### src/gmcs_pkg.sv
// ----------------------------------------------------------------------------
// gmcs_pkg
// Shared types and constants for the greedy maximum-count selector.
// ----------------------------------------------------------------------------
package gmcs_pkg;

    // Fixed field widths.
    localparam int OP_W    = 2;
    localparam int IDX_W   = 10;
    localparam int COUNT_W = 12;
    localparam int CFG_W   = 11;

    // Reset value of the scan length register.
    localparam logic [CFG_W-1:0] ENTRIES_RESET = 11'd1024;

    // Saturation floor of a count and the value written to a picked entry.
    localparam logic [COUNT_W-1:0] COUNT_MIN    = 12'h800;
    localparam logic [COUNT_W-1:0] COUNT_MARKED = 12'hFFF;

    // Item operations.
    typedef enum logic [OP_W-1:0] {
        OP_LOAD   = 2'd0,
        OP_PUSH   = 2'd1,
        OP_SELECT = 2'd2,
        OP_DEC    = 2'd3
    } t_op;

    // Sequencer states.
    typedef enum logic [3:0] {
        S_CLEAR,
        S_IDLE,
        S_LOAD,
        S_PUSH,
        S_QPOP,
        S_SCAN,
        S_SDRAIN,
        S_MARK,
        S_DREAD,
        S_DWRITE,
        S_RESULT
    } t_state;

endpackage

### src/gmcs_scan.sv
// ----------------------------------------------------------------------------
// gmcs_scan
// Running maximum tracker fed one table entry per cycle. The first entry
// (index zero) restarts the search; ties keep the earlier index.
// ----------------------------------------------------------------------------
module gmcs_scan
    import gmcs_pkg::*;
#(
    parameter int AW = 10
) (
    input  logic               i_clk,
    input  logic               i_en,
    input  logic [AW-1:0]      i_index,
    input  logic [COUNT_W-1:0] i_data,
    output logic [AW-1:0]      o_best_index
);

    logic [COUNT_W-1:0] r_best;
    logic [AW-1:0]      r_best_index;
    logic               w_take;

    // Strictly greater wins, so the lowest index holds on a tie.
    assign w_take = (i_index == '0) || ($signed(i_data) > $signed(r_best));

    always_ff @(posedge i_clk) begin
        if (i_en && w_take) begin
            r_best       <= i_data;
            r_best_index <= i_index;
        end
    end

    assign o_best_index = r_best_index;

endmodule

### config.mk
export PLATFORM = sky130hd
export DESIGN_NAME = gmcs_scan
export DESIGN_NICKNAME = d
export VERILOG_FILES = /design/src/gmcs_pkg.sv /design/src/gmcs_scan.sv
export SDC_FILE = /design/constraint.sdc
export NUM_CORES = 1
export LEC_CHECK = 0
export BUFFER_PORTS_ARGS = -buffer_cell sky130_fd_sc_hd__buf_2
export CAP_MARGIN = 10
export CORE_ASPECT_RATIO = 0.5
export CORE_MARGIN = 5
export CORE_UTILIZATION = 35
export CTS_CLUSTER_DIAMETER = 60
export CTS_CLUSTER_SIZE = 40
export DETAILED_ROUTE_END_ITERATION = 8
export GPL_ROUTABILITY_DRIVEN = 0
export PLACE_DENSITY_LB_ADDON = 0.08
export SLEW_MARGIN = 10
export SYNTH_ARGS = -nofsm -noshare
export SYNTH_HDL_FRONTEND = slang
export SYNTH_SLANG_ARGS = --single-unit
export TNS_END_PERCENT = 5
### constraint.sdc
create_clock -name i_clk -period 6.29 [get_ports i_clk]
set_input_delay 1.5725 -clock i_clk [delete_from_list [all_inputs] [get_ports i_clk]]
set_output_delay 1.5725 -clock i_clk [all_outputs]
set_load 0.01 [all_outputs]
* After elaboration in Yosys (flattened, before gate mapping)
Cells that the tools add are included.
** Operators by class
- Reduce and logical (&&, ||, !) cells :: 3
- $lt $le $gt $ge :: 1
** Operator list (number)
- $gt 12x12->1 :: 1
- $logic_not 10->1 :: 1
- $logic_and 1x1->1 :: 1
- $logic_or 1x1->1 :: 1
** Storage, ports and cells
- Logic and storage cells :: 6
- Output and inout port bits :: 10
- Flip-flop bits (word level) :: 22

* Depth between registers and ports, before layout
Gate-level depths: netlist of the first run.
- Depth after elaboration :: 3
- Gate-level depth with buffers :: 7
- Depth with buffers taken out :: 7

* Least setup slack after synthesis of the first run
OpenSTA, ideal clock, no wires.
- Kind :: input to register
- Start :: in i_data[11]
- End :: reg r_best_index[0], in the netlist o_best_index[0], enable pin
- Arrival time :: 3540 ps
- Setup slack :: 2346 ps
- Buffers on the path :: 0
- Library setup time :: 404 ps
- Stages on the path :: 6
- Data required time :: 5886 ps
- Cells stage by stage :: ha_1 nand4_1 or2_1 a21oi_2 nor4b_1 o31ai_2
** On the way
- Word-level cells in the longest chain between the ends :: 3
** RTL lines
- from (decl) :: RTL line gmcs_scan.sv:14 : input logic [COUNT_W-1:0] i_data,
- $gt 12x12->1 :: RTL line gmcs_scan.sv:23 : assign w_take = (i_index == '0) || ($signed(i_data) > $signed(r_best));
- $logic_or 1x1->1 :: RTL line gmcs_scan.sv:23
- $logic_and 1x1->1 :: RTL line gmcs_scan.sv:26 : if (i_en && w_take) begin
- to (signal assigned) :: RTL line gmcs_scan.sv:28 : r_best_index <= i_index;
- to (decl) :: RTL line gmcs_scan.sv:19 : logic [AW-1:0] r_best_index;
Every way passes these cells.
A chain may end at the register's enable or synchronous reset.

* Worst setup path in the final report of the first run
- Start :: in i_data[11]
- End :: reg r_best[1], enable pin
** On the way
- Word-level cells in the longest chain between the ends :: 3
** RTL lines
- $gt 12x12->1 :: RTL line gmcs_scan.sv:23
- $logic_or 1x1->1 :: RTL line gmcs_scan.sv:23
- $logic_and 1x1->1 :: RTL line gmcs_scan.sv:26
- to (signal assigned) :: RTL line gmcs_scan.sv:27 : r_best <= i_data;
- to (decl) :: RTL line gmcs_scan.sv:18 : logic [COUNT_W-1:0] r_best;
Every way passes these cells.

==> results of run 1 <==
==> final cells by class <==
cell class | count | area [µm²]
Sequential cell | 22 | 661
Clock inverter | 1 | 30.0
Multi-Input combinational cell | 36 | 314
Inverter | 12 | 45.0
Clock buffer | 3 | 41.3
Timing Repair Buffer | 33 | 165
Tap cell | 37 | 46.3
Fill cell | 251 | 1380
==> worst paths after layout <==
| check | start | endpoint | slack [ns] | depth (start not counted) |
|---|---|---|---|---|
| setup reg to reg | r_best[11] | r_best[1] | 3.64 | 7 |
| setup / recovery | i_data[11] | r_best[1] | 2.60 | 7 |
| hold reg to reg | r_best[11] | r_best[8] | 1.31 | 6 |
| hold / removal | r_best[11] | r_best[8] | 1.31 | 6 |
==> power groups by stage <==
stage	Clock (mW)	Combinational (mW)	Sequential [mW]
6_report	0.128	0.0521	0.182
5_1_grt	0.140	0.0594	0.183
4_1_cts	0.132	0.0533	0.182
3_5_place_dp	0	0.0530	0.185
3_3_place_gp	0	0.0507	0.185
2_1_floorplan	0	0.0261	0.188
==> sequential cells by signal, indices dropped and copies added, names as in the netlist <==
name,flops
r_best,12
o_best_index,10
==> cell families (layout without fill, tap and decap cells) <==
group / after synthesis / after routing
DFF: 22 / 22
adders and majority gates: 12 / 12
AOI/OAI and AO/OA: 12 / 12
buffers and inverters: 12 / 49
and+or+nand+nor: 12 / 12
==> Yosys cell counts <==
| library cell | instances | area (µm²) |
|---|---|---|
| a21o_1 | 1 | 7.51 |
| a21oi_1 | 5 | 25.0 |
| a21oi_2 | 1 | 8.76 |
| edfxtp_1 | 22 | 661 |
| ha_1 | 12 | 150 |
| inv_1 | 12 | 45.0 |
| nand2_1 | 1 | 3.75 |
| nand3_1 | 2 | 10.0 |
| nand4_1 | 3 | 18.8 |
| nor2b_1 | 1 | 6.26 |
| nor3b_1 | 1 | 7.51 |
| nor4_1 | 2 | 12.5 |
| nor4b_1 | 1 | 8.76 |
| o211ai_1 | 1 | 7.51 |
| o21ai_0 | 2 | 10.0 |
| o21ba_2 | 1 | 10.0 |
| o31ai_2 | 1 | 12.5 |
| or2_1 | 1 | 6.26 |
==> placed cells by master, fill, tap and decap left out, drive strengths merged, types with 2 or more instances in the layout <==
| cell type | count |
|---|---|
| nand3 | 2 |
| a21oi | 6 |
| buf | 33 |
| o21ai | 2 |
| ha | 12 |
| nand4 | 3 |
| edfxtp | 22 |
| inv | 12 |
| clkbuf | 3 |
| nor4 | 2 |
==> worst register-to-register path, delay by kind of cell (launching register included) <==
| kind | cells | cell delay, ns |
|---|---|---|
| compound gates | 2 | 1.06 |
| fa+ha+maj | 1 | 0.33 |
| buf+inv | 1 | 0.05 |
| simple gates | 3 | 0.49 |
| flops | 1 | 0.34 |
==> metal layers <==
metal	vias up	GRT usage (%)	part of all wire, %
met5	-	0	0
met2	26	15.6	43
li1	336	-	-
met4	0	2.21	0.21
met3	2	4.81	11
met1	299	11.7	46
==> stage by stage <==
step	cells	cell area [µm²]	hold WS (ns)
floorplan	70	1010	1.15
global placement	140	1230	1.24
detailed placement	140	1230	1.31
CTS	144	1300	1.33
global route	144	1300	1.41
finish	144	1300	1.31
==> flow_summary.ini, run 1 <==
[sta]
slew_violations = 0
setup-violations-final = 0
min_period_ns = 3.69
hold_viol = 0
max_slew.worst_pin.slew_ns = 1.04
tns_ns = 0
rsz0062_at_grt = false
clock.fmax_mhz = 271
setup_slack_ns = 2.60
clock_skew_ns = 0.00153
slew_headroom_pct = 30.5
period_share_pct = 58.7

[run]
max_cap_violations = 0

[route]
via_count = 663
wl_per_cell_um = 13.1
antenna_left = 0
dr.pass1.iters = 4
routed_wirelength_um = 1890
via_per_inst = 4.60
dr.first_iter.drc_count = 28
drc = 0

[cts]
cts_setup_buffers = 0
clockBufferDepth = 2
cts_root_buf = clkbuf_8
cts_tree = built
cts_sinks = 22
clk_pin_slew_worst_paths_ns = 0.07
numCtsBuffers = 3
holdBufCountCts = 0
htreeDepth = 1
cts_resized = 0
clock_latency_ns = 0.26

[floorplan]
die_w_um = 86.0
die_area_um2 = 4130
fp-row-count = 13
io_pins = 34
fp.dieH_um = 48.0
initial_core_util_pct = 37.7
core_um2 = 2680

[power_and_ir_drop]
swShare_pct = 21.2
power_frac_comb_pct = 14.4
p_seq_share_pct = 50.2
p_leak_nw = 0.570
powerDensity_nw_per_um2 = 278
internal-power_mw = 0.285
ir_drop_uv = 116
clockPowerShare_pct = 35.4
power.total_mw = 0.362
p_sw_mw = 0.0767

[synthesis]
yosysUniqueCellTypes = 18
avgSynthCellArea_um2 = 14.4
synthMuxAreaShare_pct = 0
synth_adder_area_share_pct = 14.9
seq_area_frac_synth_pct = 65.3
syn_inst = 70
synthXorXnorAreaFrac_pct = 0
yosys.area_share.simple_pct = 7.30
synth_nets = 106
synth_compound_area_share_pct = 8.04
synth_top_family_by_area = adder cells
netlist_area_um2 = 1010
yosysWarnings = 0
ys_ff_latch = 22

[critical_path]
startpoint_type = input port
worstSetupPathType = input port to flip-flop
critical_path_arrival_ns = 3.58
crit_chain = buf_2 -> ha_1 -> nand4_1 -> or2_1 -> a21oi_2 -> nor4b_1 -> o31ai_4
crit_fanout = 22
cpPeakStageDelay_ns = 0.91
critPathBufInv = 1
crit_slowest_cell = o31ai_4
crit_required_ns = 6.17
worst_setup_path_end_kind = flip-flop
cpLargestDelayFamily = compound AO/OA/AOI/OAI gates

[finish]
final_layout_size_suffix_gt1_share_pct = 37.4
final_nets = 144
syn_to_final_growth_pct = 28.8
diodes = 0
utilization_pct = 48.5

[placed_design]
dp_slack_ns = 2.28
dp_hpwl_um = 1550
portBuffers = 33

[global_route]
antenna_found_initial = 0
grt_pass1_vias = 649
overflow = 0
track_usage_pct = 9.57
grt_max_degree = 23
grt_pass1_wl_um = 2900

[status]
status = finished clean

[worst_hold_path]
hp-class = flip-flop to flip-flop
Note: power is estimated with default switching activity, not from simulation.
==> run 2: changes to the inputs <==
ABC_AREA = 1   (was default)
clock period = 3.2 ns   (was 6.29 ns; I/O delays follow)
==> run 2 against run 1 <==
Net effect: first-iteration DRC count is 43% lower; utilization is 1.9 points lower; cell count rose by 17%; design area grew 7.2%; sequential cell count did not move; synthesized area rose by 7.8%; register-to-register slack worse by 2.6 ns; sequential share of layout area fell by 3.4 points; count of clock-buffer cells in the layout is the same.
==> flow_summary.ini, run 2 <==
[status]
status = finished clean

[global_route]
grt_pass1_vias = 715
grt_max_degree = 19
antenna_found_initial = 0
grt_pass1_wl_um = 3040
track_usage_pct = 9.34
overflow = 0

[critical_path]
critical_path_arrival_ns = 2.46
worstSetupPathType = input port to flip-flop
crit_required_ns = 3.18
worst_setup_path_end_kind = flip-flop
crit_slowest_cell = ha_1
crit_chain = buf_2 -> ha_1 -> a21o_1 -> nor2_1 -> nand4_1 -> nand2_1 -> nand2_1 -> a21oi_2 -> buf_12
critPathBufInv = 2
cpLargestDelayFamily = compound AO/OA/AOI/OAI gates
r2r_slack_ns = 1.01
crit_fanout = 18
startpoint_type = input port
cpPeakStageDelay_ns = 0.34
crit_path_frequent_cell = nand2_1

[route]
wl_per_cell_um = 11.8
via_count = 724
drc = 0
via_per_inst = 4.28
antenna_left = 0
routed_wirelength_um = 1990
dr.first_iter.drc_count = 16
dr.pass1.iters = 3

[synthesis]
yosysUniqueCellTypes = 17
ys_ff_latch = 22
seq_area_frac_synth_pct = 60.6
netlist_area_um2 = 1090
yosysWarnings = 0
synth_nets = 127
yosys-top-cells-area = edfxtp_1 61%, ha_1 14%, inv_1 7.2%
synthArstFlopShare_pct = 0
avgSynthCellArea_um2 = 12.0
synth_edf_count = 22
yosysMostFrequentCell = edfxtp_1
ys.flop_type = edfxtp_1
ys_top_cells_by_count = 22 x edfxtp_1, 21 x inv_1, 17 x nand2_1
synth_top_area_share_pct = 60.6
syn_inst = 91
synth_area_leader_cell = edfxtp_1

[cts]
cts_tree = built
cts_root_buf = clkbuf_8
cts_sinks = 22
cts_resized = 0
clock_latency_ns = 0.26
numCtsBuffers = 3
htreeDepth = 1
holdBufCountCts = 0
clockBufferDepth = 2
cts_setup_buffers = 0
clk_pin_slew_worst_paths_ns = 0.08

[sta]
setup-violations-final = 0
clock.fmax_mhz = 403
slew_violations = 0
rsz0062_at_grt = false
tns_ns = 0
slew_headroom_pct = 75.2
min_period_ns = 2.48
max_slew.worst_pin.slew_ns = 0.372
setup_slack_ns = 0.721
hold_viol = 0
period_share_pct = 77.5
clock_skew_ns = 0.00222

[power_and_ir_drop]
power_frac_comb_pct = 16.5
clockPowerShare_pct = 35.2
internal-power_mw = 0.564
power.total_mw = 0.729
powerDensity_nw_per_um2 = 522
ir_drop_uv = 213
swShare_pct = 22.7
p_leak_nw = 0.686
p_sw_mw = 0.165
p_seq_share_pct = 48.3

[finish]
stdcell_count = 169
syn_to_final_growth_pct = 28.1
utilization_pct = 46.6
top_register = r_best
mostFrequentLayoutCells = 33 x buf_2, 22 x edfxtp_1, 21 x inv_1
final_nets = 166
final_layout_size_suffix_gt1_share_pct = 35.7
diodes = 0
seq_area_um2 = 661
largest_register_ffs = 12
nFillCells = 289
multi_input_comb_area_um2 = 343
final_common_cell = buf_2

[floorplan]
io_pins = 34
core_um2 = 3000
die_w_um = 88.9
fp-row-count = 14
initial_core_util_pct = 36.4
die_area_um2 = 4400
fp.dieH_um = 49.5

[placed_design]
dp_slack_ns = 0.428
placed_cells = 165
portBuffers = 33
dp_hpwl_um = 1630

[worst_hold_path]
hp-class = input port to flip-flop

[run]
max_cap_violations = 0
## run 2: through the flow
| step | area [µm²] | hold slack [ns] |
|---|---|---|
| after floorplan | 1090 | 0.899 |
| after global placement | 1330 | 0.934 |
| after detailed placement | 1330 | 0.917 |
| after CTS | 1400 | 0.715 |
| after global routing | 1400 | 0.710 |
| final | 1400 | 0.727 |
## run 2: final cells by class
cell class              count  area share, %
multi-input cells          46           24.6
clock buffers               3           2.96
repair buffers             34           13.3
flip-flops and latches     22           47.3
well taps                  40           3.58
clock inverters             1           2.15
inverters                  23           6.18
## run 2: worst paths after layout
kind                                         to  cells past startpoint        from
worst max-delay path            o_best_index[3]                      9  i_data[11]
worst min-delay path            o_best_index[4]                      1  i_index[4]
worst max register to register  o_best_index[3]                      9  r_best[11]
worst min register to register        r_best[8]                      4   r_best[0]
## run 2: layer usage
layer	vias to the layer above	wire length (µm)	track usage (%)	share of wire, %
met2	24	802	13.4	40
met1	320	986	12.3	50
li1	378	-	-	-
met4	0	8	3.02	0.40
met3	2	189	4.49	9.5
met5	-	0	0	0
## run 2: logic make-up after synthesis
| family | after synthesis | synth area share (%) |
|---|---|---|
| and+or+nand+nor | 29 | 14.8 |
| buffers and inverters | 23 | 7.92 |
| DFF | 22 | 60.6 |
| adders and majority gates | 12 | 13.8 |
| AOI/OAI and AO/OA | 5 | 2.87 |
## run 2: power by group through the flow
stage	Combinational (mW)	Clock, mW	Sequential, mW
after floorplan	0.0653	0	0.365
after global routing	0.137	0.277	0.354
after global placement	0.121	0	0.359
final	0.120	0.257	0.352
after detailed placement	0.122	0	0.359
after CTS	0.123	0.268	0.353
