$ cat src/gmcs_pkg.sv
// ----------------------------------------------------------------------------
// gmcs_pkg
// Shared types and constants for the greedy maximum-count selector.
// ----------------------------------------------------------------------------
package gmcs_pkg;

    // Fixed field widths.
    localparam int OP_W    = 2;
    localparam int IDX_W   = 10;
    localparam int COUNT_W = 12;
    localparam int CFG_W   = 11;

    // Reset value of the scan length register.
    localparam logic [CFG_W-1:0] ENTRIES_RESET = 11'd1024;

    // Saturation floor of a count and the value written to a picked entry.
    localparam logic [COUNT_W-1:0] COUNT_MIN    = 12'h800;
    localparam logic [COUNT_W-1:0] COUNT_MARKED = 12'hFFF;

    // Item operations.
    typedef enum logic [OP_W-1:0] {
        OP_LOAD   = 2'd0,
        OP_PUSH   = 2'd1,
        OP_SELECT = 2'd2,
        OP_DEC    = 2'd3
    } t_op;

    // Sequencer states.
    typedef enum logic [3:0] {
        S_CLEAR,
        S_IDLE,
        S_LOAD,
        S_PUSH,
        S_QPOP,
        S_SCAN,
        S_SDRAIN,
        S_MARK,
        S_DREAD,
        S_DWRITE,
        S_RESULT
    } t_state;

endpackage

$ cat src/gmcs_ram.sv
// ----------------------------------------------------------------------------
// gmcs_ram
// Generic simple dual-port RAM: one write port, one read port, registered read.
// ----------------------------------------------------------------------------
module gmcs_ram #(
    parameter int WIDTH = 8,
    parameter int DEPTH = 16
) (
    input  logic                     i_clk,
    input  logic                     i_we,
    input  logic [$clog2(DEPTH)-1:0] i_waddr,
    input  logic [WIDTH-1:0]         i_wdata,
    input  logic [$clog2(DEPTH)-1:0] i_raddr,
    output logic [WIDTH-1:0]         o_rdata
);

    logic [WIDTH-1:0] r_mem [DEPTH];
    logic [WIDTH-1:0] r_rdata;

    // Write port and registered read port.
    always_ff @(posedge i_clk) begin
        if (i_we) begin
            r_mem[i_waddr] <= i_wdata;
        end
        r_rdata <= r_mem[i_raddr];
    end

    assign o_rdata = r_rdata;

endmodule

$ cat src/gmcs_fifo.sv
// ----------------------------------------------------------------------------
// gmcs_fifo
// Queue of forced picks. The head entry is read continuously, so its data is
// valid in the cycle after the head pointer settles.
// ----------------------------------------------------------------------------
module gmcs_fifo
    import gmcs_pkg::*;
#(
    parameter int DEPTH = 64
) (
    input  logic             i_clk,
    input  logic             i_rst_n,
    input  logic             i_push,
    input  logic             i_pop,
    input  logic [IDX_W-1:0] i_wdata,
    output logic [IDX_W-1:0] o_rdata,
    output logic             o_full,
    output logic             o_empty
);

    localparam int PW = $clog2(DEPTH);

    logic [PW-1:0] r_head;
    logic [PW-1:0] r_tail;
    logic [PW:0]   r_count;

    // Storage for the queued indices.
    gmcs_ram #(
        .WIDTH (IDX_W),
        .DEPTH (DEPTH)
    ) u_mem (
        .i_clk   (i_clk),
        .i_we    (i_push),
        .i_waddr (r_tail),
        .i_wdata (i_wdata),
        .i_raddr (r_head),
        .o_rdata (o_rdata)
    );

    // Pointers and occupancy; pointers wrap at the depth.
    always_ff @(posedge i_clk) begin
        if (!i_rst_n) begin
            r_head  <= '0;
            r_tail  <= '0;
            r_count <= '0;
        end else begin
            if (i_push) begin
                r_tail <= (r_tail == PW'(DEPTH - 1)) ? '0 : r_tail + 1'b1;
            end
            if (i_pop) begin
                r_head <= (r_head == PW'(DEPTH - 1)) ? '0 : r_head + 1'b1;
            end
            if (i_push && !i_pop) begin
                r_count <= r_count + 1'b1;
            end else if (i_pop && !i_push) begin
                r_count <= r_count - 1'b1;
            end
        end
    end

    assign o_full  = (r_count == (PW+1)'(DEPTH));
    assign o_empty = (r_count == '0);

    // A pop on an empty queue would corrupt the occupancy.
    assert property (@(posedge i_clk) disable iff (!i_rst_n) i_pop |-> !o_empty)
        else $error("pop while queue empty");

    // A push into a full queue would overwrite the head.
    assert property (@(posedge i_clk) disable iff (!i_rst_n) i_push |-> !o_full)
        else $error("push while queue full");

    // An empty queue has matching pointers.
    assert property (@(posedge i_clk) disable iff (!i_rst_n) o_empty |-> (r_head == r_tail))
        else $error("pointers differ while queue empty");

endmodule

$ cat config.mk
export PLATFORM = sky130hd
export DESIGN_NAME = gmcs_fifo
export DESIGN_NICKNAME = d
export VERILOG_FILES = /design/src/gmcs_pkg.sv /design/src/gmcs_ram.sv /design/src/gmcs_fifo.sv
export SDC_FILE = /design/constraint.sdc
export NUM_CORES = 1
export LEC_CHECK = 0
export BUFFER_PORTS_ARGS = -buffer_cell sky130_fd_sc_hd__buf_2
export CAP_MARGIN = 10
export CORE_UTILIZATION = 60
export DETAILED_ROUTE_END_ITERATION = 6
export PLACE_DENSITY = 0.76
export SLEW_MARGIN = 25
export SYNTH_ARGS = -nofsm -noshare
export SYNTH_HDL_FRONTEND = slang
export SYNTH_SLANG_ARGS = --single-unit
$ cat constraint.sdc
create_clock -name i_clk -period 3.6 [get_ports i_clk]
set_input_delay 0.72 -clock i_clk [delete_from_list [all_inputs] [get_ports i_clk]]
set_output_delay 0.72 -clock i_clk [all_outputs]
set_load 0.005 [all_outputs]
=== After elaboration in Yosys (flattened, before gate mapping) ===
Memory sizes are Yosys's and may differ from the RTL's. A register that Yosys moved wholly into a read port is not among the register bits.
Index checks and enable logic that the tools add are counted.

* Equality and inequality tests: 3
* Mux-type cells: 6
* Reductions and logical operators: 6
* Add/sub/neg operators: 4

{| class="wikitable"
|+ Operators by type and width
! operator !! number
|-
| 2-to-1 mux 7 bit || 2
|-
| adder 6 x 1 -> 6 bit (second input constant) || 2
|-
| equality test 6 bit (second input constant) || 2
|-
| 2-to-1 mux 6 bit || 2
|-
| adder 7 x 1 -> 7 bit (second input constant) || 1
|-
| equality test 7 bit (second input constant) || 1
|-
| logical NOT 7 bit || 1
|-
| subtractor 7 x 1 -> 7 bit (second input constant) || 1
|-
| logical AND 1 bit || 2
|-
| logical NOT 1 bit || 2
|-
| 2-to-1 mux 1 bit || 2
|-
| nonzero test 2 bit || 1
|}

* Memories: 1
* Bits in registers: 19
* Word-level logic and storage cells: 23
* Output and inout bits: 12
* Input bits: 14
* RAM bits: 640

{| class="wikitable"
|+ Memories
! name !! words !! bits a word !! read ports !! clocked after Yosys merged registers in !! wr ports !! RTL line !! text
|-
| u_mem.r_mem || 64 || 10 || 1 || 1 || 1 || gmcs_ram.sv:17 || <nowiki>logic [WIDTH-1:0] r_mem [DEPTH];</nowiki>
|}

=== Longest topological paths before layout ===
Gate-level depths: netlist of run 1.

* Word-level depth: 4
* Mapped depth: 9
* Gate-level depth less buffers: 9

=== Modules after synthesis ===
From an unflattened synthesis of run 1, not the netlist that was laid out.

* Cell total of the unflattened synthesis: 1240
* Area total of the unflattened synthesis: 26195.1 um2

{| class="wikitable"
|+ Modules (own cells, without submodules)
! module !! cells an instance !! area each (um2) !! instances !! seq. area each (um2)
|-
| gmcs_ram || 1118 || 25101.6 || 1 || 19418.6
|-
| gmcs_fifo || 122 || 1093.5 || 1 || 380.4
|}

=== Least setup slack after synthesis of run 1 ===
No wires, ideal clock.

* Kind: in2reg
* Start point: input i_pop
* End point: register r_count[5]
* Arrival time: 2332 ps
* Stages on the path: 9
* Library setup time: 132 ps
* Path buffers: 0
* Data required time: 3468 ps
* Slack: 1136 ps
* Cells stage by stage: inv_1 -> ha_1 -> inv_1 -> ha_1 -> a21o_1 -> a21o_1 -> a21oi_1 -> nor3_1 -> or3b_2

* Cells in the longest elaborated chain, start to end: 3
* Elaborated cells on any way between the ends: 5
* Classes of those cells: mux: 1; reduce/logical: 4

{| class="wikitable"
|+ RTL lines
! element !! RTL line !! text
|-
| start: declaration || gmcs_fifo.sv:14 || <nowiki>input logic i_pop,</nowiki>
|-
| logical NOT 1 bit || gmcs_fifo.sv:53 || <nowiki>if (i_push && !i_pop) begin</nowiki>
|-
| logical AND 1 bit || gmcs_fifo.sv:53 ||
|-
| 2-to-1 mux 7 bit / nonzero test 2 bit (equally long branches) || -- ||
|-
| end signal: assignment || gmcs_fifo.sv:54 || <nowiki>r_count <= r_count + 1'b1;</nowiki>
|-
| end signal: assignment || gmcs_fifo.sv:56 || <nowiki>r_count <= r_count - 1'b1;</nowiki>
|-
| end: declaration || gmcs_fifo.sv:25 || <nowiki>logic [PW:0] r_count;</nowiki>
|}

Parallel ways exist; a longest one is shown, timed or not.
A chain may end at the register's enable or synchronous reset.

==> results of run 1 <==
[kinds of logic (layout without fill, tap and decap cells)]
kind of cell / Yosys count / count (layout) / share of synthesized area, %
compound gates: 137 / 137 / 4.201
xor+xnor: 11 / 11 / 0.3705
fa+ha+maj: 9 / 9 / 0.4619
buf+inv: 78 / 238 / 1.708
flops: 669 / 669 / 76.14
mux: 185 / 185 / 14.15
simple gates: 162 / 162 / 2.974
[stage by stage]
| step | utilization [%] | hold WS (ns) | instance area, um2 | setup slack, ns | instances |
|---|---|---|---|---|---|
| 2_1_floorplan | - | 0.4482 | 26000 | 1.136 | 1251 |
| 5_1_grt | 68.93 | 0.5285 | 29170 | 0.5200 | 1988 |
| 3_5_place_dp | 64.25 | 0.4903 | 27190 | 0.6986 | 1873 |
| 4_1_cts | 68.93 | 0.4992 | 29170 | 0.6704 | 1988 |
| 6_report | 68.93 | 0.4948 | 29170 | 0.6370 | 1988 |
| 3_3_place_gp | 64.24 | 0.4580 | 27190 | 0.8045 | 1873 |
[critical path, cell delays in order, from the launching register on]
cell	delay (ns)
dfxtp_4	0.58
buf_12	0.38
buf_4	0.34
mux4_2	0.54
a211oi_1	0.53
a211o_1	0.27
o221ai_1	0.14
[area by class of cell]
type                            instances  area [um2]
Clock buffer                           93        1827
Clock inverter                         22       152.6
Fill cell                            2528       13150
Inverter                                4       15.01
Multi-Input combinational cell        504        5761
Sequential cell                       669       19810
Tap cell                              577       721.9
Timing Repair Buffer                  119       885.9
[power by group]
group	total, mW	internal (mW)	switching (mW)	leakage (nW)
registers	8.65	8.59	0.0690	6.00
logic	0.964	0.413	0.551	2.35
clock network	6.36	3.67	2.69	0.956
[how the worst max path moves through the flow]
stage | startpoint | end | slack, ns | cells after the start
2_1_floorplan | i_pop | r_count[5]$_SDFFE_PN0P_ | 1.14 | 9
3_3_place_gp | r_head[0]$_SDFFE_PN0P_ | u_mem.o_rdata[0]$_DFF_P_ | 0.80 | 6
3_5_place_dp | i_push | r_count[5]$_SDFFE_PN0P_ | 0.70 | 9
4_1_cts | r_head[0]$_SDFFE_PN0P_ | u_mem.o_rdata[0]$_DFF_P_ | 0.67 | 6
5_1_grt | r_head[0]$_SDFFE_PN0P_ | u_mem.o_rdata[0]$_DFF_P_ | 0.52 | 6
6_report | r_head[0]$_SDFFE_PN0P_ | u_mem.o_rdata[0]$_DFF_P_ | 0.64 | 6
[state kept, by name (all words and copies together), names as in the netlist]
| register | cells |
|---|---|
| r_tail | 6 |
| r_count | 7 |
| u_mem.o_rdata | 10 |
| u_mem.r_mem | 640 |
| r_head | 6 |
[layer usage]
layer	GRT usage (%)	wire, um
met3	6.108	5277
met1	37.63	22400
met5	0	0
met2	40.10	26810
met4	8.935	1547
[cells in the final DEF (no fill, tap or decap), types with 14 or more instances in the layout]
cell type	n
mux4_1	20
a211oi_1	20
mux4_2	120
dfxtp_1	26
clkinv_1	14
clkbuf_1	23
edfxtp_1	640
buf_4	92
nor2b_1	15
o221ai_1	20
buf_2	23
a221oi_1	20
clkbuf_16	69
mux2i_1	45
a22o_1	30
nor2_1	73
nand2_1	22
==> out/results.tsv, run 1 <==
metric	value	unit
vias after detailed routing	12950	
CP arrival	3.38	ns
first-pass GRT wire length	82490	um
Max Cap Viol	0	
wire length per cell	28.19	um
CTS max path bufs	3	
Reg2Reg Capture Point	u_mem.o_rdata[0]$_DFF_P_	
worst slew pin tran	0.8757	ns
DRC viols	0	
CTS clock-pin slew for the worst setup and hold paths	0.06	ns
cts hold-fix bufs	0	
hold endpoint	r_count[6]$_SDFFE_PN0P_	
Avg Inst Size Synth	20.79	um2
fmax	337.5	MHz
Seq cells post-synth	669	
Design Power	15.98	mW
Rows	75	
Placeable Area	42320	um2
Placer Congestion	0.8209	
Pwr Density	547.9	nW/um2
area grow syn2layout	12.18	%
post-CTS setup buffer count	0	
final hold violation count	0	
Initial Utilization	61.44	%
clk root buf	clkbuf_16	
Worst-Skew Late Latency	0.58	ns
Post-Synthesis Cells	1251	
Synth area leaders	edfxtp_1, mux4_2, dfxtp_1	
final setup TNS	0	ns
final wirelength	56040	um
CTS resizes	0	
I/O pin total	26	
largest area contributor in the netlist	edfxtp_1	
die width	210.2	um
top_reg_cell synth	edfxtp_1	
Reg2Reg Depth	6	
Reg2Reg Setup Slack	0.64	ns
fin crit share	82.31	%
FFs w/ async S/R, synth	0	%
vias in the first global route	12950	
grt total ovfl	0	
Post-synth EDFFs	640	
CP required	4.02	ns
endpoints failing setup	0	
H-tree depth	3	
outcome	complete, no violations	
DR iter-0 viols	1608	
number of CTS-inserted buffers	66	
number of antenna violations at the first check in global routing	0	
hold_sp	r_count[6]$_SDFFE_PN0P_	
post-synth cell types	47	
Final ANT Viol Nets	0	
largest net degree at the start of global routing	65	
n_diodes	0	
first-pass detailed-route iteration total	5	
relative slew slack	41.62	%
cell with the most instances after synthesis	edfxtp_1	
Nets	1387	
RSZ-0062 raised after global routing	false	
Pleak	9.307	nW
Die Y	210.2	um
sequential share of the synthesized area	76.14	%
Via density	6.513	
CTS tree	built	
Sink Count	669	
Yosys warning count	0	
share of layout cells above drive strength 1	22.89	%
most instantiated cells after synthesis	edfxtp_1, mux4_2, nor2_1, mux2i_1, clkbuf_1	
Max Slew Vio Count	0	
area of the mapped netlist	26000	um2
worst IR drop on VDD	0.0004102	V
Syn Nets	1274	
critical path launch point type	flip-flop	
IO buf count	25	
Max Fanout on Critical Path	48	
Final Skew	0.02197	ns
crit end category	flip-flop	
Setup CP Type	flip-flop to flip-flop	
min Tclk post-route	2.963	ns
hold-critical path depth	2	
Total Routing Usage GR	26.16	%
worst r2r src	r_head[0]$_SDFFE_PN0P_	
Hold Crit Class	flip-flop to flip-flop	
Post-DP HPWL	33160	um
Yosys top cell area share	73.91	%
die area	44180	um2
Power figures use the tool's default switching activity.
==> run 2: changes to the inputs <==
Settings changed: CORE_UTILIZATION 60 to 57.
Clock period 3.6 ns to 2.7 ns, I/O delays scaled along.
==> run 2 against run 1 <==
  * Design area is 1.0% higher
  * Largest cell class unchanged
  * Sequential cell count stayed put
  * Sequential power is 33% higher
  * Die area is 5.2% higher
  * Clock skew is 0.0099 ns higher
  * Critical path type unchanged
==> out/results.tsv, run 2 (same netlist as run 1, synthesis figures left out) <==
metric	value	unit
outcome	complete, no violations	
RSZ-0062 raised after global routing	false	
die width	215.6	um
commonest cells after routing, fill and taps aside	edfxtp_1, mux4_2, buf_4	
vias in the first global route	13230	
Via density	6.474	
Largest Register	u_mem.r_mem	
hold-critical path depth	1	
wire length per cell	28.22	um
CP required	3.13	ns
hold endpoint	u_mem.r_mem[40][0]$_DFFE_PP_	
final wirelength	57270	um
Pleak	9.462	nW
Design Power	21.27	mW
DR iter-0 viols	1830	
CP arrival	3.03	ns
final hold violation count	0	
CTS max path bufs	3	
fin crit share	96.34	%
min Tclk post-route	2.601	ns
post-CTS setup buffer count	0	
CTS clock-pin slew for the worst setup and hold paths	0.06	ns
die area	46480	um2
cts hold-fix bufs	0	
Hold Crit Class	primary input to flip-flop	
CP most frequent cell	buf_4	
fmax	384.5	MHz
Post-DP HPWL	34560	um
number of flip-flops in the largest register	640	
CTS tree	built	
final setup TNS	0	ns
first-pass GRT wire length	85220	um
most common cell after layout, fill and taps aside	edfxtp_1	
worst slew pin tran	1.053	ns
clk root buf	clkbuf_16	
grt total ovfl	0	
Initial Utilization	58.30	%
Nets	1411	
n_diodes	0	
Critical-path top delay cell	a221oi_1	
Final ANT Viol Nets	0	
relative slew slack	29.57	%
CP max stage delay	0.59	ns
critical path launch point type	flip-flop	
Max Fanout on Critical Path	36	
largest net degree at the start of global routing	65	
Worst-Skew Late Latency	0.59	ns
Sink Count	669	
Reg2Reg Setup Slack	0.1	ns
Cell Chain, Critical Path	buf_4, buf_4, mux4_1, a221oi_1, o221ai_1	
Placer Congestion	0.8628	
IO buf count	25	
Max Slew Vio Count	0	
Setup CP Type	flip-flop to flip-flop	
hold_sp	i_wdata[0]	
Final Skew	0.03182	ns
Placeable Area	44610	um2
worst r2r src	r_head[2]$_SDFFE_PN0P_	
Reg2Reg Depth	5	
I/O pin total	26	
Pwr Density	721.8	nW/um2
pre-CTS setup slack	0.1165	ns
crit end category	flip-flop	
Reg2Reg Capture Point	u_mem.o_rdata[1]$_DFF_P_	
Die Y	215.6	um
number of CTS-inserted buffers	67	
PnR worst setup slack	0.09893	ns
H-tree depth	3	
worst IR drop on VDD	0.0006919	V
number of antenna violations at the first check in global routing	0	
endpoints failing setup	0	
DRC viols	0	
Max Cap Viol	0	
vias after detailed routing	13140	
area grow syn2layout	13.32	%
Rows	77	
Total Routing Usage GR	25.31	%
share of layout cells above drive strength 1	24.70	%
first-pass detailed-route iteration total	5	
==> run 2: cell types whose count changed in the layout (fill, tap and decap cells not counted), sizes merged <==
cell,before,now
buf,119,142
clkbuf,93,84
clkinv,17,26
inv,6,9
bufinv,2,0
clkinvlp,1,3
==> run 2: layout make-up <==
class / count / area [um2]
Multi-Input combinational cell: 504 / 5766
Tap cell: 592 / 740.7
Clock inverter: 34 / 200.2
Clock buffer: 84 / 1760
Timing Repair Buffer: 142 / 1179
Sequential cell: 669 / 19810
Fill cell: 2754 / 15140
Inverter: 4 / 15.01
==> run 2: what timing repair did <==
action | CTS | global route
endpoints found under the setup margin | 0 | 1
endpoints found under the hold margin | 0 | 0
gates resized for setup | 0 | 1
==> run 2: worst max-delay path: cells and delay by family, from the launching register on <==
kind | cells | cell delay [ns]
flops | 1 | 0.45
compound gates | 2 | 0.82
mux | 1 | 0.32
buf+inv | 2 | 0.82
==> run 2: worst max path at each step <==
stage                            from                  endpoint  cells after the start
3_3_place_gp   r_head[0]$_SDFFE_PN0P_  u_mem.o_rdata[4]$_DFF_P_                      6
5_1_grt        r_head[1]$_SDFFE_PN0P_  u_mem.o_rdata[1]$_DFF_P_                      6
4_1_cts        r_head[0]$_SDFFE_PN0P_  u_mem.o_rdata[9]$_DFF_P_                      6
6_report       r_head[2]$_SDFFE_PN0P_  u_mem.o_rdata[1]$_DFF_P_                      5
2_1_floorplan                   i_pop   r_count[5]$_SDFFE_PN0P_                      9
3_5_place_dp   r_head[0]$_SDFFE_PN0P_  u_mem.o_rdata[9]$_DFF_P_                      6
==> run 2: routing by layer <==
layer  GRT usage [%]  vias up  routed length, um
met3           3.707       92               4915
li1                -     5513                  -
met5               0        -                  0
met1           37.15     6807              23050
met4           7.825        0               1388
met2           39.91      723              27910
==> run 2: through the flow <==
stage / area [um2] / utilization, % / hold slack, ns / std cells
6_report: 29470 / 66.06 / 0.1947 / 2029
5_1_grt: 29470 / 66.06 / 0.1875 / 2029
4_1_cts: 29460 / 66.05 / 0.1703 / 2029
3_5_place_dp: 27500 / 61.66 / 0.4814 / 1911
3_3_place_gp: 27500 / 61.66 / 0.4571 / 1911
2_1_floorplan: 26000 / - / 0.4482 / 1251
==> run 2: power breakdown <==
group	leakage, nW	total [mW]	switching (mW)	internal (mW)
Sequential	6.00	11.5	0.0799	11.4
Combinational	2.51	1.34	0.744	0.594
Clock	0.950	8.41	3.76	4.65
