[config.mk]
export PLATFORM = sky130hd
export DESIGN_NAME = gmcs_ram
export DESIGN_NICKNAME = d
export VERILOG_FILES = /design/src/gmcs_ram.sv
export SDC_FILE = /design/constraint.sdc
export NUM_CORES = 1
export LEC_CHECK = 0
export BUFFER_PORTS_ARGS = -buffer_cell sky130_fd_sc_hd__buf_4
export CORE_UTILIZATION = 45
export CTS_CLUSTER_DIAMETER = 50
export DETAILED_ROUTE_END_ITERATION = 10
export SLEW_MARGIN = 10
export SYNTH_ARGS = -nofsm -noshare
export SYNTH_HDL_FRONTEND = slang
export SYNTH_SLANG_ARGS = --single-unit
[constraint.sdc]
create_clock -name i_clk -period 4.3 [get_ports i_clk]
set_input_delay 0.43 -clock i_clk [delete_from_list [all_inputs] [get_ports i_clk]]
set_output_delay 0.43 -clock i_clk [all_outputs]
set_load 0.01 [all_outputs]
[src/gmcs_ram.sv]
// ----------------------------------------------------------------------------
// gmcs_ram
// Generic simple dual-port RAM: one write port, one read port, registered read.
// ----------------------------------------------------------------------------
module gmcs_ram #(
    parameter int WIDTH = 8,
    parameter int DEPTH = 16
) (
    input  logic                     i_clk,
    input  logic                     i_we,
    input  logic [$clog2(DEPTH)-1:0] i_waddr,
    input  logic [WIDTH-1:0]         i_wdata,
    input  logic [$clog2(DEPTH)-1:0] i_raddr,
    output logic [WIDTH-1:0]         o_rdata
);

    logic [WIDTH-1:0] r_mem [DEPTH];
    logic [WIDTH-1:0] r_rdata;

    // Write port and registered read port.
    always_ff @(posedge i_clk) begin
        if (i_we) begin
            r_mem[i_waddr] <= i_wdata;
        end
        r_rdata <= r_mem[i_raddr];
    end

    assign o_rdata = r_rdata;

endmodule

# Word level (Yosys, flattened, before mapping)
# Memories as Yosys holds them, arrays and structs flattened. A register that Yosys moved wholly into a read port is not among the register bits.
# Cells that the tools add are included.
# word_totals
reg_bits	0
latchBits	0
ram_bits	128
romBits	0
in_bits	18
out_inout_bits	8
word_cells	3
n_memories	1
# classes
add_sub_neg	0
multipliers	0
div_mod_pow	0
magnitude_cmp	0
n_eq_ne	0
n_shift	0
n_mux	2
bitwise_logic	0
n_reduce_logical	0
# mem_list
name	words	width	read_ports	rd_ports_with_merged_regs	wr	line	source
r_mem	16	8	1	1	1	17	logic [WIDTH-1:0] r_mem [DEPTH];
# op_table
op	count
$mux 1	2

# Longest topological paths before layout
# Gate-level depths: netlist of the first run.
# logic_depth
word_depth	2
mapped_depth	5
mapped_depth_nobuf	3

# Worst setup path after synthesis of the first run
# No wires, ideal clock.
# synth_timing
path_kind	input-to-reg
start	in i_waddr[2]
end	mem r_mem[0][0], enable pin
setup_ns	0.383
arrival_time_ns	1.540
required_ns	3.917
slack_ns	2.377
cell_stages	2
n_path_buf	0
cell_sequence	or3b_2 -> nor3_1
# synth_lines
item	line	source
from (decl)	11	input logic [$clog2(DEPTH)-1:0] i_waddr,
to (decl)	17	
# No word-level cell before the write port.

# Final worst setup path of the first run
# layout_timing
start	in i_waddr[2]
end	mem r_mem[0][2], enable pin
# No word-level cell before the write port.

==> results of run 1 <==
## worst paths after layout
kind                                             start               endpoint  slack [ns]  depth (start not counted)
worst max register to register   r_mem[1][2]$_DFFE_PP_     o_rdata[2]$_DFF_P_        2.88                          3
worst min register to register  r_mem[14][2]$_DFFE_PP_     o_rdata[2]$_DFF_P_        0.67                          3
worst min-delay path                        i_wdata[4]  r_mem[7][4]$_DFFE_PP_        0.34                          1
worst max-delay path                        i_waddr[2]  r_mem[0][2]$_DFFE_PP_        2.35                          3
## flip-flops by register name (all words and copies together) (netlist names)
name	count
r_mem	128
o_rdata	8
## critical path: stages
cell and delay [ns]:
buf_4 0.12, or3b_2 0.50, nor3_1 0.91
## power groups by stage
stage          clock [mW]  sequential (mW)  combinational [mW]
2_1_floorplan           0             1.52              0.0752
3_3_place_gp            0             1.52               0.141
3_5_place_dp            0             1.52               0.144
4_1_cts              1.42             1.49               0.144
5_1_grt              1.48             1.49               0.154
6_report             1.40             1.49               0.142
## routing by layer
metal / part of all wire / vias up
met5: 0 / -
met4: 0.0070 / 0
met3: 0.056 / 5
met2: 0.48 / 68
met1: 0.46 / 1246
li1: - / 1044
## synth_stat cells (2+ instances only)
cell | count | area [sq um]
a22oi_1 | 16 | 120
buf_2 | 3 | 15.0
buf_6 | 3 | 33.8
clkdlybuf4s25_2 | 3 | 30.0
dfxtp_1 | 8 | 160
edfxtp_1 | 128 | 3840
mux4_1 | 14 | 368
mux4_2 | 18 | 405
nand2_1 | 9 | 33.8
nand2b_1 | 2 | 12.5
nand3b_1 | 2 | 15.0
nor2_1 | 13 | 48.8
nor3_1 | 4 | 20.0
## final cells by class
cell class	count	area (sq um)
fillers	843	4960
well taps	140	175
flip-flops and latches	136	4000
clock buffers	17	425
clock inverters	15	154
repair buffers	27	203
multi-input cells	83	1060
## kinds of logic (layout without fill, tap and decap cells)
family	Yosys count	after routing	synth area share
flip-flops	136	136	0.778
AND/OR/NAND/NOR	35	35	0.0318
multiplexers	32	32	0.150
AO/OA/AOI/OAI	16	16	0.0233
buffers and inverters	10	59	0.0168
## per-stage QoR
step           power [mW]   util  hold slack, ns  worst slack, ns  cell area, sq um
5_1_grt              3.13  0.548           0.341             2.24              6020
2_1_floorplan        1.60      -           0.529             2.38              5150
3_5_place_dp         1.66  0.496           0.656             1.86              5440
6_report             3.03  0.548           0.336             2.35              6020
3_3_place_gp         1.66  0.496           0.653             2.02              5440
4_1_cts              3.05  0.548           0.328             2.30              6020
## layout by cell type, fill, tap and decap left out, types with 2 or more instances in the layout
master	Yosys	final
edfxtp_1	128	128
buf_4	1	27
mux4_2	18	18
clkbuf_16	0	17
a22oi_1	16	16
mux4_1	14	14
nor2_1	13	13
nand2_1	9	9
dfxtp_1	8	8
clkinv_2	0	4
clkinvlp_4	0	4
nor3_1	4	3
clkinv_4	0	3
nand3b_1	2	2
nand2b_1	2	2
bufinv_16	0	2
inv_6	0	2
==> results.txt, run 1 <==
Startpoint class of the critical path: input port
Clk Latency, worst-skew pair: 0.41 ns
Setup TNS: 0 ns
Worst slew margin: 0.211
Highest Clock Rate: 0.513 GHz
Met1 Usage GRT: 0.265
Final setup vio count: 0
Number of H-tree levels: 4
Gr ovfl total: 0
CTS buffer count: 17
First-pass GRT wire length: 14.4 mm
Worst setup EP type: flop
Routed len/inst: 23.1 um
Status: completed
Die ar.: 11,900 sq um
PD cells: 503 nW/um^2
Most Crowded Layer GR: met2
Met2 Use GR: 0.266
Die Y-Extent: 109 um
Clock skew: 0.0172 ns
Final non-filler cell total: 418
Flop pwr share: 0.492
Gate power share: 0.047
CTS tree: done
Largest net degree at the start of global routing: 33
Type of the most critical hold path: input port to flop
CTS Buffer Depth: 2
PostCTS Resize Cnt: 0
Clock transition at path regs: 0.06 ns
Clock share of power: 0.461
RSZ-0062 raised after global routing: false
Initial Util: 0.469
1st-iter DRT viols: 196
Drt drc: 0
HPWL Detailed: 5.71 mm
Max cap viols: 0
P_sw: 0.632 mW
Placed cells: 386
Ys flop type: edfxtp_1
Drt total wl: 9.67 mm
Actual slew at the worst max-slew pin: 1.17 ns
Grt met3 use: 0.0496
Drt first pass iters: 4
Syn Inst Count: 229
Slew Viols, Final: 0
Sink Count: 136
Post-CTS setup buffers: 0
Hold_buf cts: 0
Netlist cell types: 19
Mapped Nets: 247
Port bufs: 25
Sw frac: 0.208
Die X: 109 um
Routed vias: 2,363
Critical setup path kind: input port to flop
Yosys reg bits: 136
GP Congestion: 0.730
CP Data Required Time: 4.32 ns
P_int: 2.40 mW
Mapped cell area: 5150 sq um
Core Area: 11,000 sq um
Layout area overhead: 17.0%
Asr flop ratio synth: 0
Initial antenna violation count: 0
Sequential fraction of the synthesis area: 0.778
Post-route ant nets: 0
Final hold viol count: 0
Vias in the first global route: 2,406
CP max FO: 8
DR vias/cell: 5.65
Synth warnings: 0
VDD IR max: 0.268 mV
CTS root buf: clkbuf_16
Static Leak: 2.00 nW
Mean post-synth cell area: 22.5 sq um
Number of synthesized flops with an enable pin: 128
Share of layout cells above drive strength 1: 0.284
Final worst path period share: 0.454
Overall global routing resource usage: 0.182
FP Rows: 38
Fin nets: 283
Io pins: 26
WP data arrival: 1.97 ns
Ant diodes: 0
Fin crit period: 1.95 ns
(Power assumes the default switching activity.)
==> inputs of run 2 (changes only) <==
==> constraint.sdc (replaced) <==
create_clock -name i_clk -period 1.84 [get_ports i_clk]
set_input_delay 0.184 -clock i_clk [delete_from_list [all_inputs] [get_ports i_clk]]
set_output_delay 0.184 -clock i_clk [all_outputs]
set_load 0.01 [all_outputs]
==> results.txt, run 2 (synthesis gave the netlist of run 1 again) <==
Status: completed
Clock share of power: 0.434 (-0.027)
Initial Util: 0.469 (unchanged)
Port bufs: 25 (unchanged)
Setup TNS: 0 ns (unchanged)
Slowest cell on crit path: mux4_1
Static Leak: 2.09 nW (+4.5%)
Routed vias: 2,415 (+2.2%)
Worst setup EP type: flop
Startpoint class of the critical path: flop
Critical setup path kind: flop to flop
Final hold viol count: 0 (unchanged)
Initial antenna violation count: 0 (unchanged)
Final setup vio count: 0 (unchanged)
Share of layout cells above drive strength 1: 0.300 (+0.0155)
1st-iter DRT viols: 156 (-20%)
DR vias/cell: 5.53 (-2.2%)
Gr ovfl total: 0 (unchanged)
Highest Clock Rate: 0.729 GHz
Die Y-Extent: 109 um (unchanged)
Io pins: 26 (unchanged)
Max cap viols: 0 (unchanged)
HPWL Detailed: 6.18 mm (+8.1%)
PD cells: 1110 nW/um^2 (+120%)
Die ar.: 11,900 sq um (unchanged)
Drt first pass iters: 4 (unchanged)
CTS Buffer Depth: 2 (unchanged)
P_int: 5.45 mW (+130%)
Clk Latency, worst-skew pair: 0.41 ns (about the same)
Core Area: 11,000 sq um (unchanged)
Drt total wl: 9.85 mm (+1.9%)
Largest register FFs: 128 (unchanged)
Number of H-tree levels: 4 (unchanged)
P_sw: 1.32 mW (+110%)
Most common cell after layout, fill and taps aside: edfxtp_1
Crit path buffers/inverters: 0 (-1)
Most frequent cells in the layout: edfxtp_1 (128), buf_4 (44), mux4_2 (18)
Critical Path, Cell by Cell: mux4_1 -> a22oi_1 -> nand2_1
Final non-filler cell total: 437 (+4.5%)
Layout area overhead: 19.0%
Post-route ant nets: 0 (unchanged)
Die X: 109 um (unchanged)
Placed cells: 405 (+4.9%)
Crit path depth: 3 (unchanged)
Reg-to-Reg Start: r_mem[5][0]$_DFFE_PP_
FF-to-FF path depth: 3 (unchanged)
Ant diodes: 0 (unchanged)
CP max FO: 1 (-7)
VDD IR max: 0.475 mV (+78%)
CP Data Required Time: 2.13 ns (-2.19 ns)
Fin crit period: 1.37 ns
FP Rows: 38 (unchanged)
WP data arrival: 1.66 ns (-0.31 ns)
Slew Viols, Final: 0 (unchanged)
Flop pwr share: 0.515 (+0.023)
Actual slew at the worst max-slew pin: 0.614 ns (-0.561 ns)
Crit path from: r_mem[5][0]$_DFFE_PP_
Most flops, register: r_mem
GP Congestion: 0.751 (+2.9%)
PostCTS Resize Cnt: 0 (unchanged)
Sw frac: 0.195 (-0.0131)
CP top delay family: multiplexers
Fin nets: 302 (+6.7%)
PnR worst setup slack: 0.468 ns (-1.88 ns)
Worst R2R End: o_rdata[0]$_DFF_P_
Pre-CTS worst setup slack: 0.231 ns (-1.63 ns)
Gate power share: 0.051 (+0.004)
Final worst path period share: 0.745
CTS root buf: clkbuf_16
Drt drc: 0 (unchanged)
R2R setup slack: 0.47 ns (-2.41 ns)
Post-CTS setup buffers: 0 (unchanged)
First-pass GRT wire length: 14.8 mm (+2.3%)
Sink Count: 136 (unchanged)
Type of the most critical hold path: input port to flop
Clock transition at path regs: 0.05 ns (about the same)
Hold_buf cts: 0 (unchanged)
Overall global routing resource usage: 0.188 (+0.00585)
Delay of the slowest critical-path stage: 0.55 ns (-0.36 ns)
CTS buffer count: 17 (unchanged)
CTS tree: done
Vias in the first global route: 2,465 (+2.5%)
Largest net degree at the start of global routing: 33 (unchanged)
RSZ-0062 raised after global routing: false
Worst slew margin: 0.589 (+0.378)
Routed len/inst: 22.5 um (-2.6%)
CP Capture Point: o_rdata[0]$_DFF_P_
Hold_ws: 0.0796 ns (-0.256 ns)
Clock skew: 0.0106 ns (-0.00651 ns)
Final Util: 0.558 (+0.00911)
## run 2: cell count changes in the layout (fill, tap and decap cells not counted), sizes merged
cell and delta:
clkinvlp -4, buf +19, inv -2, clkbuf +11, clkinv -3, bufinv -2
## run 2: worst min path at each step
stage / end / from / slack (ns) / depth (start not counted)
after detailed placement: r_mem[6][3]$_DFFE_PP_ / i_wdata[3] / 0.50 / 1
after global routing: r_mem[13][1]$_DFFE_PP_ / i_wdata[1] / 0.08 / 1
final: r_mem[5][4]$_DFFE_PP_ / i_wdata[4] / 0.08 / 1
after floorplan: r_mem[0][0]$_DFFE_PP_ / i_wdata[0] / 0.28 / 0
after global placement: r_mem[6][6]$_DFFE_PP_ / i_wdata[6] / 0.48 / 1
after CTS: r_mem[4][3]$_DFFE_PP_ / i_wdata[3] / 0.07 / 1
## run 2: power by group through the flow
stage	combinational [mW]	sequential (mW)	clock, mW
2_1_floorplan	0.176	3.55	0
3_3_place_gp	0.349	3.55	0
3_5_place_dp	0.355	3.55	0
4_1_cts	0.355	3.49	2.99
5_1_grt	0.379	3.49	3.13
6_report	0.348	3.49	2.94
## run 2: final cells by class
cell class	count	area, sq um
clock buffers	28	497
clock inverters	4	20.0
fillers	819	4860
multi-input cells	83	1060
flip-flops and latches	136	4000
well taps	140	175
repair buffers	46	370
## run 2: through the flow
| step | cell area [sq um] | power, mW |
|---|---|---|
| finish | 6120 | 6.77 |
| global route | 6120 | 7.00 |
| CTS | 6120 | 6.84 |
| detailed placement | 5610 | 3.91 |
| global placement | 5610 | 3.90 |
| floorplan | 5150 | 3.73 |
## run 2: routing by layer
metal	part of all wire	track usage
met1	0.45	0.239
met2	0.50	0.301
met3	0.035	0.0526
met4	0.014	0.0840
met5	0	0
==> inputs of run 3 (changes only) <==
==> constraint.sdc (replaced) <==
create_clock -name i_clk -period 1.25 [get_ports i_clk]
set_input_delay 0.125 -clock i_clk [delete_from_list [all_inputs] [get_ports i_clk]]
set_output_delay 0.125 -clock i_clk [all_outputs]
set_load 0.01 [all_outputs]
==> results.txt, run 3 (synthesis gave the netlist of run 1 again) <==
Final hold viol count: 0 (unchanged)
Layout area overhead: 24.2%
CTS tree: done
Clock share of power: 0.466 (+0.032)
Crit path buffers/inverters: 0 (unchanged)
First-pass GRT wire length: 15.9 mm (+7.6%)
CP top delay family: multiplexers
FP Rows: 38 (unchanged)
Most common cell after layout, fill and taps aside: edfxtp_1
Fill cell count: 795 (-2.9%)
Routed vias: 2,463 (+2.0%)
Largest net degree at the start of global routing: 17 (-48%)
Violated checks: setup timing
Highest Clock Rate: 0.779 GHz (+6.8%)
Largest register FFs: 128 (unchanged)
Most frequent cells in the layout: edfxtp_1 (128), buf_4 (43), mux4_2 (31)
Initial Util: 0.469 (unchanged)
Final Util: 0.582 (+0.0244)
Final setup vio count: 2 (+2)
Core Area: 11,000 sq um (unchanged)
Gate power share: 0.055 (+0.004)
RSZ-0062 raised after global routing: true
Die Y-Extent: 109 um (unchanged)
Die ar.: 11,900 sq um (unchanged)
Critical setup path kind: flop to flop
Routed len/inst: 23.8 um (+5.8%)
Critical Path, Cell by Cell: mux4_2 -> a22oi_2 -> nand2_1
PnR worst setup slack: -0.0343 ns (-0.503 ns)
Delay of the slowest critical-path stage: 0.51 ns (-0.04 ns)
Drt total wl: 10.6 mm (+7.4%)
HPWL Detailed: 6.68 mm (+8.1%)
Fin nets: 309 (+2.3%)
Io pins: 26 (unchanged)
CP max FO: 1 (unchanged)
Overall global routing resource usage: 0.200 (+0.0126)
WP data arrival: 1.57 ns (-0.09 ns)
VDD IR max: 0.830 mV (+75%)
Sink Count: 136 (unchanged)
Most flops, register: r_mem
P_int: 8.63 mW (+58%)
Type of the most critical hold path: input port to flop
Slowest cell on crit path: mux4_2
PD cells: 1680 nW/um^2 (+52%)
CP Data Required Time: 1.53 ns (-0.60 ns)
Worst slew margin: 0.303 (-0.287)
Clock transition at path regs: 0.06 ns (about the same)
P_sw: 2.10 mW (+59%)
Ant diodes: 0 (unchanged)
Slew Viols, Final: 0 (unchanged)
Worst setup EP type: flop
Final worst path period share: 1.03 (+0.282)
Drt drc: 0 (unchanged)
Gr ovfl total: 0 (unchanged)
DR vias/cell: 5.55 (+0.38%)
Flop pwr share: 0.478 (-0.037)
Sw frac: 0.196 (+0.000494)
Clock skew: 0.00906 ns (-0.00159 ns)
Total power draw: 10.7 mW (+59%)
CTS buffer count: 17 (unchanged)
Status: complete, but fails checks
1st-iter DRT viols: 199 (+28%)
Clk Latency, worst-skew pair: 0.40 ns (about the same)
GP Congestion: 0.731 (-2.7%)
Max cap viols: 0 (unchanged)
Fin crit period: 1.28 ns (-0.0873 ns)
CTS Buffer Depth: 2 (unchanged)
Actual slew at the worst max-slew pin: 1.04 ns (+0.430 ns)
Die X: 109 um (unchanged)
Post-route ant nets: 0 (unchanged)
Vias in the first global route: 2,574 (+4.4%)
Share of layout cells above drive strength 1: 0.424 (+0.125)
Static Leak: 2.14 nW (+2.5%)
Port bufs: 25 (unchanged)
Drt first pass iters: 4 (unchanged)
Startpoint class of the critical path: flop
CTS root buf: clkbuf_16
Number of H-tree levels: 4 (unchanged)
Initial antenna violation count: 0 (unchanged)
run 3: routing by layer:
layer  GRT usage  vias up  part of all wire
met5           0        -                 0
met4      0.0820        0             0.014
met3      0.0442        9             0.045
met2       0.297       68              0.49
met1       0.288     1296              0.45
li1            -     1090                 -
run 3: power groups by stage:
stage | Combinational (mW) | Clock (mW) | Sequential, mW
floorplan | 0.267 | 0 | 5.23
global placement | 0.567 | 0 | 5.22
detailed placement | 0.575 | 0 | 5.23
CTS | 0.593 | 5.09 | 5.13
global route | 0.643 | 5.29 | 5.14
finish | 0.595 | 5.01 | 5.13
run 3: cell type report:
class                   count  area [sq um]  share of cell area
well taps                 140           175              0.0274
repair buffers             53           523              0.0818
clock inverters            11           149              0.0233
flip-flops and latches    136          4000               0.626
multi-input cells          83          1080               0.169
clock buffers              21           460              0.0720
run 3: repair_timing:
| action | in CTS | in global routing |
|---|---|---|
| gates resized for setup | 15 | 6 |
| setup buffers | 0 | 0 |
| pin swaps | 5 | 2 |
| cloned | 0 | 0 |
| endpoints found under the hold margin | 0 | 0 |
| endpoints found under the setup margin | 7 | 8 |
| hold buffers | 0 | 0 |
run 3: through the flow:
stage | instances | setup WS (ns) | instance area (sq um) | setup TNS (ns) | hold WS [ns]
2_1_floorplan | 229 | -0.0115 | 5190 | -0.0529 | 0.224
3_3_place_gp | 412 | -0.276 | 5790 | -3.83 | 0.431
3_5_place_dp | 412 | -0.268 | 5790 | -4.47 | 0.448
4_1_cts | 444 | -0.0210 | 6380 | -0.0210 | 0.0178
5_1_grt | 444 | -0.0536 | 6390 | -0.326 | 0.0251
6_report | 444 | -0.0343 | 6390 | -0.0435 | 0.0340
run 3: path summary, 6_finish.rpt:
kind	from	to	slack [ns]	depth (start not counted)
setup reg to reg	r_mem[1][0]$_DFFE_PP_	o_rdata[0]$_DFF_P_	-0.03	3
hold / removal	i_wdata[2]	r_mem[7][2]$_DFFE_PP_	0.03	1
hold reg to reg	r_mem[4][3]$_DFFE_PP_	o_rdata[3]$_DFF_P_	0.67	3
setup / recovery	r_mem[1][0]$_DFFE_PP_	o_rdata[0]$_DFF_P_	-0.03	3
